### src/design/col_pkg.sv
package col_pkg;

    localparam int QUOT_BITS      = 8;
    localparam int STAGE_BITS     = 2;
    localparam int DIV_STAGES     = QUOT_BITS / STAGE_BITS;
    localparam int LEVEL_BITS     = 8;
    localparam int PAL_ENTRIES    = 16;
    localparam int PAL_IDX_BITS   = $clog2(PAL_ENTRIES);
    localparam int MAX_ITER_BITS  = 16;
    localparam int CFG_INDEX_BITS = 2;
    localparam int CFG_DATA_BITS  = 16;

    localparam logic [LEVEL_BITS-1:0] FULL_LEVEL = 8'd255;
    localparam logic [LEVEL_BITS-1:0] ZERO_LEVEL = 8'd0;

    // Configuration register indexes.
    localparam logic [CFG_INDEX_BITS-1:0] CFG_THEME    = 2'd0;
    localparam logic [CFG_INDEX_BITS-1:0] CFG_MAX_ITER = 2'd1;

    typedef enum logic [1:0] {
        THEME_RED_RAMP  = 2'd0,
        THEME_BLUE_RAMP = 2'd1,
        THEME_BLUE_RISE = 2'd2,
        THEME_PALETTE   = 2'd3
    } t_theme;

    localparam t_theme                   THEME_RESET    = THEME_PALETTE;
    localparam logic [MAX_ITER_BITS-1:0] MAX_ITER_RESET = 16'd256;

    // Per-pixel information that rides alongside the divider.
    typedef struct packed {
        logic                    blank;
        t_theme                  theme;
        logic [PAL_IDX_BITS-1:0] pal_idx;
    } t_side;

    localparam logic [LEVEL_BITS-1:0] PAL_RED [PAL_ENTRIES] = '{
        8'd66, 8'd25, 8'd9, 8'd4, 8'd0, 8'd12, 8'd24, 8'd57,
        8'd134, 8'd211, 8'd241, 8'd248, 8'd255, 8'd204, 8'd153, 8'd106
    };
    localparam logic [LEVEL_BITS-1:0] PAL_GREEN [PAL_ENTRIES] = '{
        8'd30, 8'd7, 8'd1, 8'd4, 8'd7, 8'd44, 8'd82, 8'd125,
        8'd181, 8'd236, 8'd233, 8'd201, 8'd170, 8'd128, 8'd87, 8'd52
    };
    localparam logic [LEVEL_BITS-1:0] PAL_BLUE [PAL_ENTRIES] = '{
        8'd15, 8'd26, 8'd47, 8'd73, 8'd100, 8'd138, 8'd177, 8'd209,
        8'd229, 8'd248, 8'd191, 8'd95, 8'd0, 8'd0, 8'd0, 8'd3
    };

endpackage

### src/design/col_div_stage.sv
module col_div_stage
    import col_pkg::*;
#(
    parameter int COUNT_BITS = 16,
    parameter int TOP_BIT    = 7
) (
    input  logic                             i_clk,
    input  logic                             i_rst_n,
    input  logic                             i_adv,
    input  logic                             i_valid,
    input  logic [COUNT_BITS+LEVEL_BITS-1:0] i_rem,
    input  logic [QUOT_BITS-1:0]             i_quot,
    input  t_side                            i_side,
    input  logic [COUNT_BITS-1:0]            i_max,
    output logic                             o_valid,
    output logic [COUNT_BITS+LEVEL_BITS-1:0] o_rem,
    output logic [QUOT_BITS-1:0]             o_quot,
    output t_side                            o_side
);

    localparam int REM_BITS = COUNT_BITS + LEVEL_BITS;

    logic                 r_valid;
    logic [REM_BITS-1:0]  r_rem;
    logic [QUOT_BITS-1:0] r_quot;
    t_side                r_side;
    logic [REM_BITS-1:0]  n_rem;
    logic [QUOT_BITS-1:0] n_quot;
    logic [REM_BITS-1:0]  sub;

    // Two restoring steps: compare against the shifted divisor, subtract on a hit.
    always_comb begin
        n_rem  = i_rem;
        n_quot = i_quot;
        sub    = '0;
        for (int k = 0; k < STAGE_BITS; k++) begin
            sub = REM_BITS'(i_max) << (TOP_BIT - k);
            if (n_rem >= sub) begin
                n_rem  = n_rem - sub;
                n_quot = {n_quot[QUOT_BITS-2:0], 1'b1};
            end else begin
                n_quot = {n_quot[QUOT_BITS-2:0], 1'b0};
            end
        end
    end

    always_ff @(posedge i_clk) begin
        if (!i_rst_n) begin
            r_valid <= 1'b0;
        end else if (i_adv) begin
            r_valid <= i_valid;
        end
    end

    always_ff @(posedge i_clk) begin
        if (i_adv) begin
            r_rem  <= n_rem;
            r_quot <= n_quot;
            r_side <= i_side;
        end
    end

    assign o_valid = r_valid;
    assign o_rem   = r_rem;
    assign o_quot  = r_quot;
    assign o_side  = r_side;

endmodule

### src/design/col_shade.sv
module col_shade
    import col_pkg::*;
(
    input  logic                  i_clk,
    input  logic                  i_rst_n,
    input  logic                  i_stall,
    input  logic                  i_valid,
    input  logic [QUOT_BITS-1:0]  i_quot,
    input  logic                  i_rem_nz,
    input  t_side                 i_side,
    output logic                  o_adv,
    output logic                  o_valid,
    output logic [LEVEL_BITS-1:0] o_red_level,
    output logic [LEVEL_BITS-1:0] o_green_level,
    output logic [LEVEL_BITS-1:0] o_blue_level
);

    logic                  r_valid;
    logic [LEVEL_BITS-1:0] r_red;
    logic [LEVEL_BITS-1:0] r_green;
    logic [LEVEL_BITS-1:0] r_blue;
    logic [LEVEL_BITS-1:0] n_red;
    logic [LEVEL_BITS-1:0] n_green;
    logic [LEVEL_BITS-1:0] n_blue;
    logic [LEVEL_BITS:0]   ceil_q;
    logic [LEVEL_BITS-1:0] fall;

    assign o_adv = !r_valid || !i_stall;

    // The quotient is the floor; a nonzero remainder rounds it up for the falling ramp.
    assign ceil_q = {1'b0, i_quot} + (LEVEL_BITS + 1)'(i_rem_nz);
    assign fall   = LEVEL_BITS'({1'b0, FULL_LEVEL} - ceil_q);

    always_comb begin
        n_red   = ZERO_LEVEL;
        n_green = ZERO_LEVEL;
        n_blue  = ZERO_LEVEL;
        if (!i_side.blank) begin
            unique case (i_side.theme)
                THEME_RED_RAMP: begin
                    n_red   = FULL_LEVEL;
                    n_green = fall;
                    n_blue  = fall;
                end
                THEME_BLUE_RAMP: begin
                    n_red   = fall;
                    n_green = fall;
                    n_blue  = FULL_LEVEL;
                end
                THEME_BLUE_RISE: begin
                    n_blue = i_quot;
                end
                THEME_PALETTE: begin
                    n_red   = PAL_RED[i_side.pal_idx];
                    n_green = PAL_GREEN[i_side.pal_idx];
                    n_blue  = PAL_BLUE[i_side.pal_idx];
                end
                default: begin
                    n_red = ZERO_LEVEL;
                end
            endcase
        end
    end

    always_ff @(posedge i_clk) begin
        if (!i_rst_n) begin
            r_valid <= 1'b0;
        end else if (o_adv) begin
            r_valid <= i_valid;
        end
    end

    always_ff @(posedge i_clk) begin
        if (o_adv) begin
            r_red   <= n_red;
            r_green <= n_green;
            r_blue  <= n_blue;
        end
    end

    assign o_valid       = r_valid;
    assign o_red_level   = r_red;
    assign o_green_level = r_green;
    assign o_blue_level  = r_blue;

endmodule

### src/design/iteration_palette_colorizer.sv
// Escape-time pixel colorizer. Each input transfer carries the iteration count of
// one pixel and produces exactly one output transfer with that pixel's 8-bit red,
// green and blue levels, in input order. The block accepts one pixel every clock
// unless stalled, and each pixel passes through an entry register that forms 255 times
// the count, four divider stages that each resolve two of the eight quotient bits
// of 255*count/max_iterations, and an output register that maps the quotient to
// the selected theme. A stall from downstream holds the output register and backs
// up only as far as needed, so bubbles are squeezed out and no pixel is lost or
// repeated. Counts at or above max_iterations come out black. Configuration is
// taken on its own valid/ready port, which is always ready; theme_select and
// max_iterations should only be changed while no pixel is inside the pipeline.
module iteration_palette_colorizer
    import col_pkg::*;
#(
    parameter int COUNT_BITS = 16
) (
    input  logic                      i_clk,
    input  logic                      i_rst_n,
    input  logic                      i_valid,
    output logic                      o_stall,
    input  logic [COUNT_BITS-1:0]     i_iteration_count,
    output logic                      o_valid,
    input  logic                      i_stall,
    output logic [LEVEL_BITS-1:0]     o_red_level,
    output logic [LEVEL_BITS-1:0]     o_green_level,
    output logic [LEVEL_BITS-1:0]     o_blue_level,
    input  logic                      i_cfg_valid,
    output logic                      o_cfg_ready,
    input  logic [CFG_INDEX_BITS-1:0] i_cfg_index,
    input  logic [CFG_DATA_BITS-1:0]  i_cfg_data
);

    localparam int REM_BITS = COUNT_BITS + LEVEL_BITS;

    // Configuration registers.
    t_theme                   r_theme;
    logic [MAX_ITER_BITS-1:0] r_max_iter;
    logic [COUNT_BITS-1:0]    max_eff;

    // Entry stage.
    logic                r_e_valid;
    logic [REM_BITS-1:0] r_e_rem;
    t_side               r_e_side;
    logic [REM_BITS-1:0] n_e_rem;
    t_side               n_e_side;
    logic                e_adv;

    // Divider stage outputs and advance enables.
    logic                 div_valid [DIV_STAGES];
    logic [REM_BITS-1:0]  div_rem   [DIV_STAGES];
    logic [QUOT_BITS-1:0] div_quot  [DIV_STAGES];
    t_side                div_side  [DIV_STAGES];
    logic [DIV_STAGES-1:0] div_adv;
    logic                 out_adv;

    assign o_cfg_ready = 1'b1;

    always_ff @(posedge i_clk) begin
        if (!i_rst_n) begin
            r_theme    <= THEME_RESET;
            r_max_iter <= MAX_ITER_RESET;
        end else if (i_cfg_valid && o_cfg_ready) begin
            unique case (i_cfg_index)
                CFG_THEME:    r_theme    <= t_theme'(i_cfg_data[1:0]);
                CFG_MAX_ITER: r_max_iter <= i_cfg_data;
                default:      r_max_iter <= r_max_iter;
            endcase
        end
    end

    // The limit is seen at the width of the count, the same as the count itself.
    assign max_eff = COUNT_BITS'(r_max_iter);

    // A stage moves when it is empty or when the stage after it moves. The stall
    // seen by the upstream side is the entry register being unable to move.
    assign e_adv   = !r_e_valid || div_adv[0];
    assign o_stall = !e_adv;

    generate
        for (genvar g = 0; g < DIV_STAGES - 1; g++) begin : g_adv
            assign div_adv[g] = !div_valid[g] || div_adv[g+1];
        end
    endgenerate
    assign div_adv[DIV_STAGES-1] = !div_valid[DIV_STAGES-1] || out_adv;

    // 255*c as a shift and a subtract. A count at or above the limit (including
    // a zero limit) is marked blank and its quotient is never used.
    always_comb begin
        n_e_rem = (REM_BITS'(i_iteration_count) << LEVEL_BITS)
                - REM_BITS'(i_iteration_count);
        n_e_side.blank   = !(i_iteration_count < max_eff);
        n_e_side.theme   = r_theme;
        n_e_side.pal_idx = i_iteration_count[PAL_IDX_BITS-1:0];
    end

    always_ff @(posedge i_clk) begin
        if (!i_rst_n) begin
            r_e_valid <= 1'b0;
        end else if (e_adv) begin
            r_e_valid <= i_valid;
        end
    end

    always_ff @(posedge i_clk) begin
        if (e_adv) begin
            r_e_rem  <= n_e_rem;
            r_e_side <= n_e_side;
        end
    end

    // The quotient is below 255 because the count is below the limit, so eight
    // restoring steps starting at bit seven are enough.
    generate
        for (genvar g = 0; g < DIV_STAGES; g++) begin : g_div
            if (g == 0) begin : g_first
                col_div_stage #(
                    .COUNT_BITS (COUNT_BITS),
                    .TOP_BIT    (QUOT_BITS - 1)
                ) u_div_stage (
                    .i_clk   (i_clk),
                    .i_rst_n (i_rst_n),
                    .i_adv   (div_adv[g]),
                    .i_valid (r_e_valid),
                    .i_rem   (r_e_rem),
                    .i_quot  ({QUOT_BITS{1'b0}}),
                    .i_side  (r_e_side),
                    .i_max   (max_eff),
                    .o_valid (div_valid[g]),
                    .o_rem   (div_rem[g]),
                    .o_quot  (div_quot[g]),
                    .o_side  (div_side[g])
                );
            end else begin : g_rest
                col_div_stage #(
                    .COUNT_BITS (COUNT_BITS),
                    .TOP_BIT    (QUOT_BITS - 1 - g * STAGE_BITS)
                ) u_div_stage (
                    .i_clk   (i_clk),
                    .i_rst_n (i_rst_n),
                    .i_adv   (div_adv[g]),
                    .i_valid (div_valid[g-1]),
                    .i_rem   (div_rem[g-1]),
                    .i_quot  (div_quot[g-1]),
                    .i_side  (div_side[g-1]),
                    .i_max   (max_eff),
                    .o_valid (div_valid[g]),
                    .o_rem   (div_rem[g]),
                    .o_quot  (div_quot[g]),
                    .o_side  (div_side[g])
                );
            end
        end
    endgenerate

    // Output stage: theme mapping and the register that holds a stalled result.
    col_shade u_shade (
        .i_clk         (i_clk),
        .i_rst_n       (i_rst_n),
        .i_stall       (i_stall),
        .i_valid       (div_valid[DIV_STAGES-1]),
        .i_quot        (div_quot[DIV_STAGES-1]),
        .i_rem_nz      (|div_rem[DIV_STAGES-1]),
        .i_side        (div_side[DIV_STAGES-1]),
        .o_adv         (out_adv),
        .o_valid       (o_valid),
        .o_red_level   (o_red_level),
        .o_green_level (o_green_level),
        .o_blue_level  (o_blue_level)
    );

endmodule

### config.mk
export PLATFORM = sky130hd
export DESIGN_NAME = iteration_palette_colorizer
export DESIGN_NICKNAME = d
export VERILOG_FILES = /design/src/design/col_pkg.sv /design/src/design/col_div_stage.sv /design/src/design/col_shade.sv /design/src/design/iteration_palette_colorizer.sv
export SDC_FILE = /design/constraint.sdc
export NUM_CORES = 1
export LEC_CHECK = 0
export ABC_AREA = 1
export BUFFER_PORTS_ARGS = -buffer_cell sky130_fd_sc_hd__buf_2
export CAP_MARGIN = 20
export CORE_MARGIN = 3
export CORE_UTILIZATION = 40
export CTS_CLUSTER_SIZE = 40
export DETAILED_ROUTE_END_ITERATION = 8
export SLEW_MARGIN = 20
export SYNTH_ARGS = -nofsm -noshare
export SYNTH_HDL_FRONTEND = slang
export SYNTH_SLANG_ARGS = --single-unit
### constraint.sdc
create_clock -name i_clk -period 7.68 [get_ports i_clk]
set_clock_uncertainty 0.1 [all_clocks]
set_input_delay 1.152 -clock i_clk [delete_from_list [all_inputs] [get_ports i_clk]]
set_output_delay 1.152 -clock i_clk [all_outputs]
set_load 0.01 [all_outputs]
==> results.md <==
* Slew at the pin with the worst max-slew slack at 1.067 ns
* WP buf/inv at 3
* Worst path top cell family by delay: simple AND/OR/NAND/NOR gates
* Max transition margin at between 20% and 30%
* Worst vdd ir at 0.1978 mV
* Port Buf Inserts at 64
* Postcts setup bufs at 0
* YS warnings at 0
* Avg WL per Cell at approximately 16 um
* Largest net degree at the start of global routing at between 40 and 50
* Starting Density at between 40% and 50%
* Root buffer cell: clkbuf_16
* GRT met3 Usage at under 10%
* # rows at 77
* Maxcap violations at 0
* Die height at 220.1 um
* Layout overhead on the synthesized area at 10.02%
* GR peak layer: met2
* WS Path Type: flip-flop to flip-flop
* Die X at 220.1 um
* DP Wirelength at 40.74 mm
* Main synth FF type: edfxtp_1
* Crit path top cell by count: nand2_1
* Final WL at about 51 mm
* Hold path endpoint: g_div[2].g_rest.u_div_stage.o_side[4]$_DFFE_PP_
* Capturing point of the worst reg2reg path: g_div[1].g_rest.u_div_stage.o_rem[13]$_DFFE_PP_
* Setup TNS at 0 ns
* FMAX at 166.4 MHz
* Worst-path maximum fanout at 21
* Layout Nets at 2729
* LEAKAGE at 9.145 nW
* Worst setup EP type: flip-flop
* Met1 Use GR at 28.08%
* Depth of the CTS H-tree at 1
* Outcome: finished, final reports clean
* Final core area utilization at 45.13%
* Worst endpoint required time at slightly below 8 ns
* Max incr delay on CP at 0.59 ns
* Minimum clock period at ~6.0 ns
* Worst R2R Setup Slack at 1.67 ns
* Initial antenna violation count at 0
* CTS resizes at 0
* Clock Latency Late Sink at about 0.54 ns
* Most frequent cells in the layout: 684 x nand2_1, 307 x inv_1, 195 x edfxtp_1, 193 x a21oi_1, 183 x nor2_1
* Fin crit share at 78.26%
* Crit-path cells: inv_1 > ha_1 > nand2_1 > nor3_1 > nand2_1 > nand2_1 > nand2_1 > nand3_1 > inv_1 > o21ai_0 > ha_1 > a21oi_1 > o21ai_1 > a21oi_1 > o21ai_1 > nand2_1 > nand3_1 > inv_1 > nand3_1 > nor2_4 > nand2_4 > nand2_1 > nand2_1
* Commonest non-fill, non-tap cell in the layout: nand2_1
* Num Clock Sinks at about 220
* RSZ-0062 raised after global routing: no
* Initial detailed-routing violation count at about 1200
* Synth top area share at 31.93%
* Clock tree from TritonCTS: yes
* Cells on worst reg2reg path at 23
* Maximum buffer depth of the clock tree at 3
* Total Power at 10.21 mW
* Mapped Area at 18340 um^2
* Worst slack at placement at about 1.7 ns
* Worst R2R Start: max_eff[1]$_SDFFE_PN0P_
* GRT Total Usage at 20.99%
* Data arrival, critical path at between 6 and 7 ns
* Clock transition at path regs at 0.06 ns
* Seq cells post-synth at 219
* Fill cells at 4585
* Vias in the first global route at 15930
* Critical Path Start: max_eff[1]$_SDFFE_PN0P_
* Post-synth top area cell: edfxtp_1
* DR vias/cell at 5.242
* Distinct cells, synth at 57
* First-pass GRT wire length at 82.20 mm
* Vias at around 16000
* Worst hold path depth at 0
* Die area at 48450 um^2
* Synth Instances at 2450
* Critical-path top delay cell: nand3_1
* Power per Cell Area at 506.3 nW/um^2
* Antenna-violating nets left at 0
* Placer congestion estimate at 0.9050
* Drt drc at 0
* Final setup viols at 0
* Syn_nets at around 2700
* Worst hold-check path type: flip-flop to flip-flop
* Antenna Cells at 0
* Final Hold Viols at 0
* Pre-antenna DRT Iters at 5
* Hold_sp: g_div[1].g_rest.u_div_stage.o_side[4]$_DFFE_PP_
* Syn_area_per_cell at 7.484 um^2
* Number of synthesized flops with an enable pin at 195
* GR Layer Usage met2 at 36.11%
* Startpoint Class: flip-flop
* Slew Limit Fails at 0
* Layout cells sized above 1 at 6.769%
* Inserted Clock Buffers at 26
* Fraction of registers with async set/reset at 0%
* Top Ports at 66
* Worst Slack Setup Final at 1.669 ns
* Sequential share of the synthesized area at between 30% and 40%
* CTS Hold Bufs at 0
* Most area-consuming cells after synthesis: edfxtp_1 32%, nand2_1 14%, ha_1 11%
* Area of the core at 44700 um^2
* Grt ovf at 0
## registers in the layout, summed over array words and instances, names as in the netlist, 8 cells and up
signal,flops
g_div.g_rest.u_div_stage.o_quot,18
u_shade.o_blue_level,8
g_div.g_first.u_div_stage.o_rem,23
u_shade.o_green_level,8
u_shade.o_red_level,8
g_div.g_rest.u_div_stage.o_side,21
g_div.g_rest.u_div_stage.o_rem,70
max_eff,16
r_e_rem,24
## cell type report
cell class,count,area [um^2],area share [%]
tap,592,740.7,3.672
multi-input combinational,1876,10580,52.42
clock buffer,35,715.7,3.548
inverter,315,1187,5.886
sequential,219,6336,31.41
clock inverter,13,155.1,0.7691
timing repair buffer,83,462.9,2.295
## how the worst max path moves through the flow
| stage | end | slack (ns) | cells after the start |
|---|---|---|---|
| after floorplan | o_stall | 1.12 | 10 |
| after global placement | g_div[1].g_rest.u_div_stage.o_rem[16]$_DFFE_PP_ | 1.74 | 23 |
| after detailed placement | g_div[1].g_rest.u_div_stage.o_rem[17]$_DFFE_PP_ | 1.65 | 23 |
| after CTS | g_div[1].g_rest.u_div_stage.o_rem[17]$_DFFE_PP_ | 1.62 | 23 |
| after global routing | g_div[1].g_rest.u_div_stage.o_rem[13]$_DFFE_PP_ | 1.03 | 22 |
| final | g_div[1].g_rest.u_div_stage.o_rem[13]$_DFFE_PP_ | 1.67 | 23 |
## synth_stat cells, types with 5 or more instances
| master | instances |
|---|---|
| nor3_1 | 20 |
| a21oi_1 | 193 |
| nor2_4 | 5 |
| nor2_2 | 7 |
| o21ai_1 | 12 |
| a31oi_1 | 16 |
| inv_2 | 5 |
| nor4_1 | 10 |
| edfxtp_1 | 195 |
| dfxtp_1 | 24 |
| a21o_1 | 10 |
| buf_4 | 5 |
| nor2_1 | 183 |
| xnor2_1 | 60 |
| clkbuf_1 | 19 |
| a211oi_1 | 7 |
| or2_2 | 6 |
| buf_6 | 8 |
| inv_1 | 308 |
| nand2_1 | 684 |
| nand4_1 | 35 |
| o21bai_1 | 10 |
| ha_1 | 161 |
| o21ai_0 | 163 |
| nand3b_1 | 6 |
| nand2_4 | 5 |
| o211ai_1 | 11 |
| buf_2 | 6 |
| a21boi_0 | 8 |
| nand2_2 | 12 |
| fa_1 | 8 |
| xor2_1 | 73 |
| nand3_1 | 140 |
## power by group
part	total, mW	internal, mW	switching [mW]
logic	6.83	2.52	4.31
clock network	1.24	0.759	0.482
registers	2.14	1.93	0.213
## cells by family (layout without fill, tap and decap cells)
kind of cell,Yosys count,after routing,share of synthesized area [%]
DFF,219,219,34.55
buffers and inverters,355,446,7.772
other,1,1,0.02045
and+or+nand+nor,1121,1121,25.94
xor gates and xnor gates,133,133,6.353
AOI/OAI and AO/OA,452,452,13.50
adders and majority gates,169,169,11.86
## layer usage
layer / wire length (um) / share of wire (%)
met1: 23440 / 46
met2: 23980 / 47
met3: 2041 / 4.0
met4: 1451 / 2.8
met5: 0 / 0
## worst register-to-register path: stages (launching register included)
cell and delay, ns:
dfxtp_1 0.57, inv_1 0.45, ha_1 0.43, nand2_1 0.09, nor3_1 0.22, nand2_1 0.09, nand2_1 0.10, nand2_1 0.05
nand3_1 0.59, inv_1 0.51, o21ai_0 0.39, ha_1 0.34, a21oi_1 0.15, o21ai_1 0.11, a21oi_1 0.23, o21ai_1 0.17
nand2_1 0.09, nand3_1 0.10, inv_1 0.11, nand3_1 0.12, nor2_4 0.36, nand2_4 0.22, nand2_1 0.11, nand2_1 0.06
## per-stage QoR
stage               hold slack, ns  area, um^2  cells
CTS                         0.3158       20170   3133
global placement            0.3036       19300   3085
detailed placement          0.3045       19300   3085
finish                      0.3097       20170   3133
floorplan                   0.3003       18340   2450
global route                0.3182       20170   3133
Note: power is estimated with default switching activity, not from simulation.
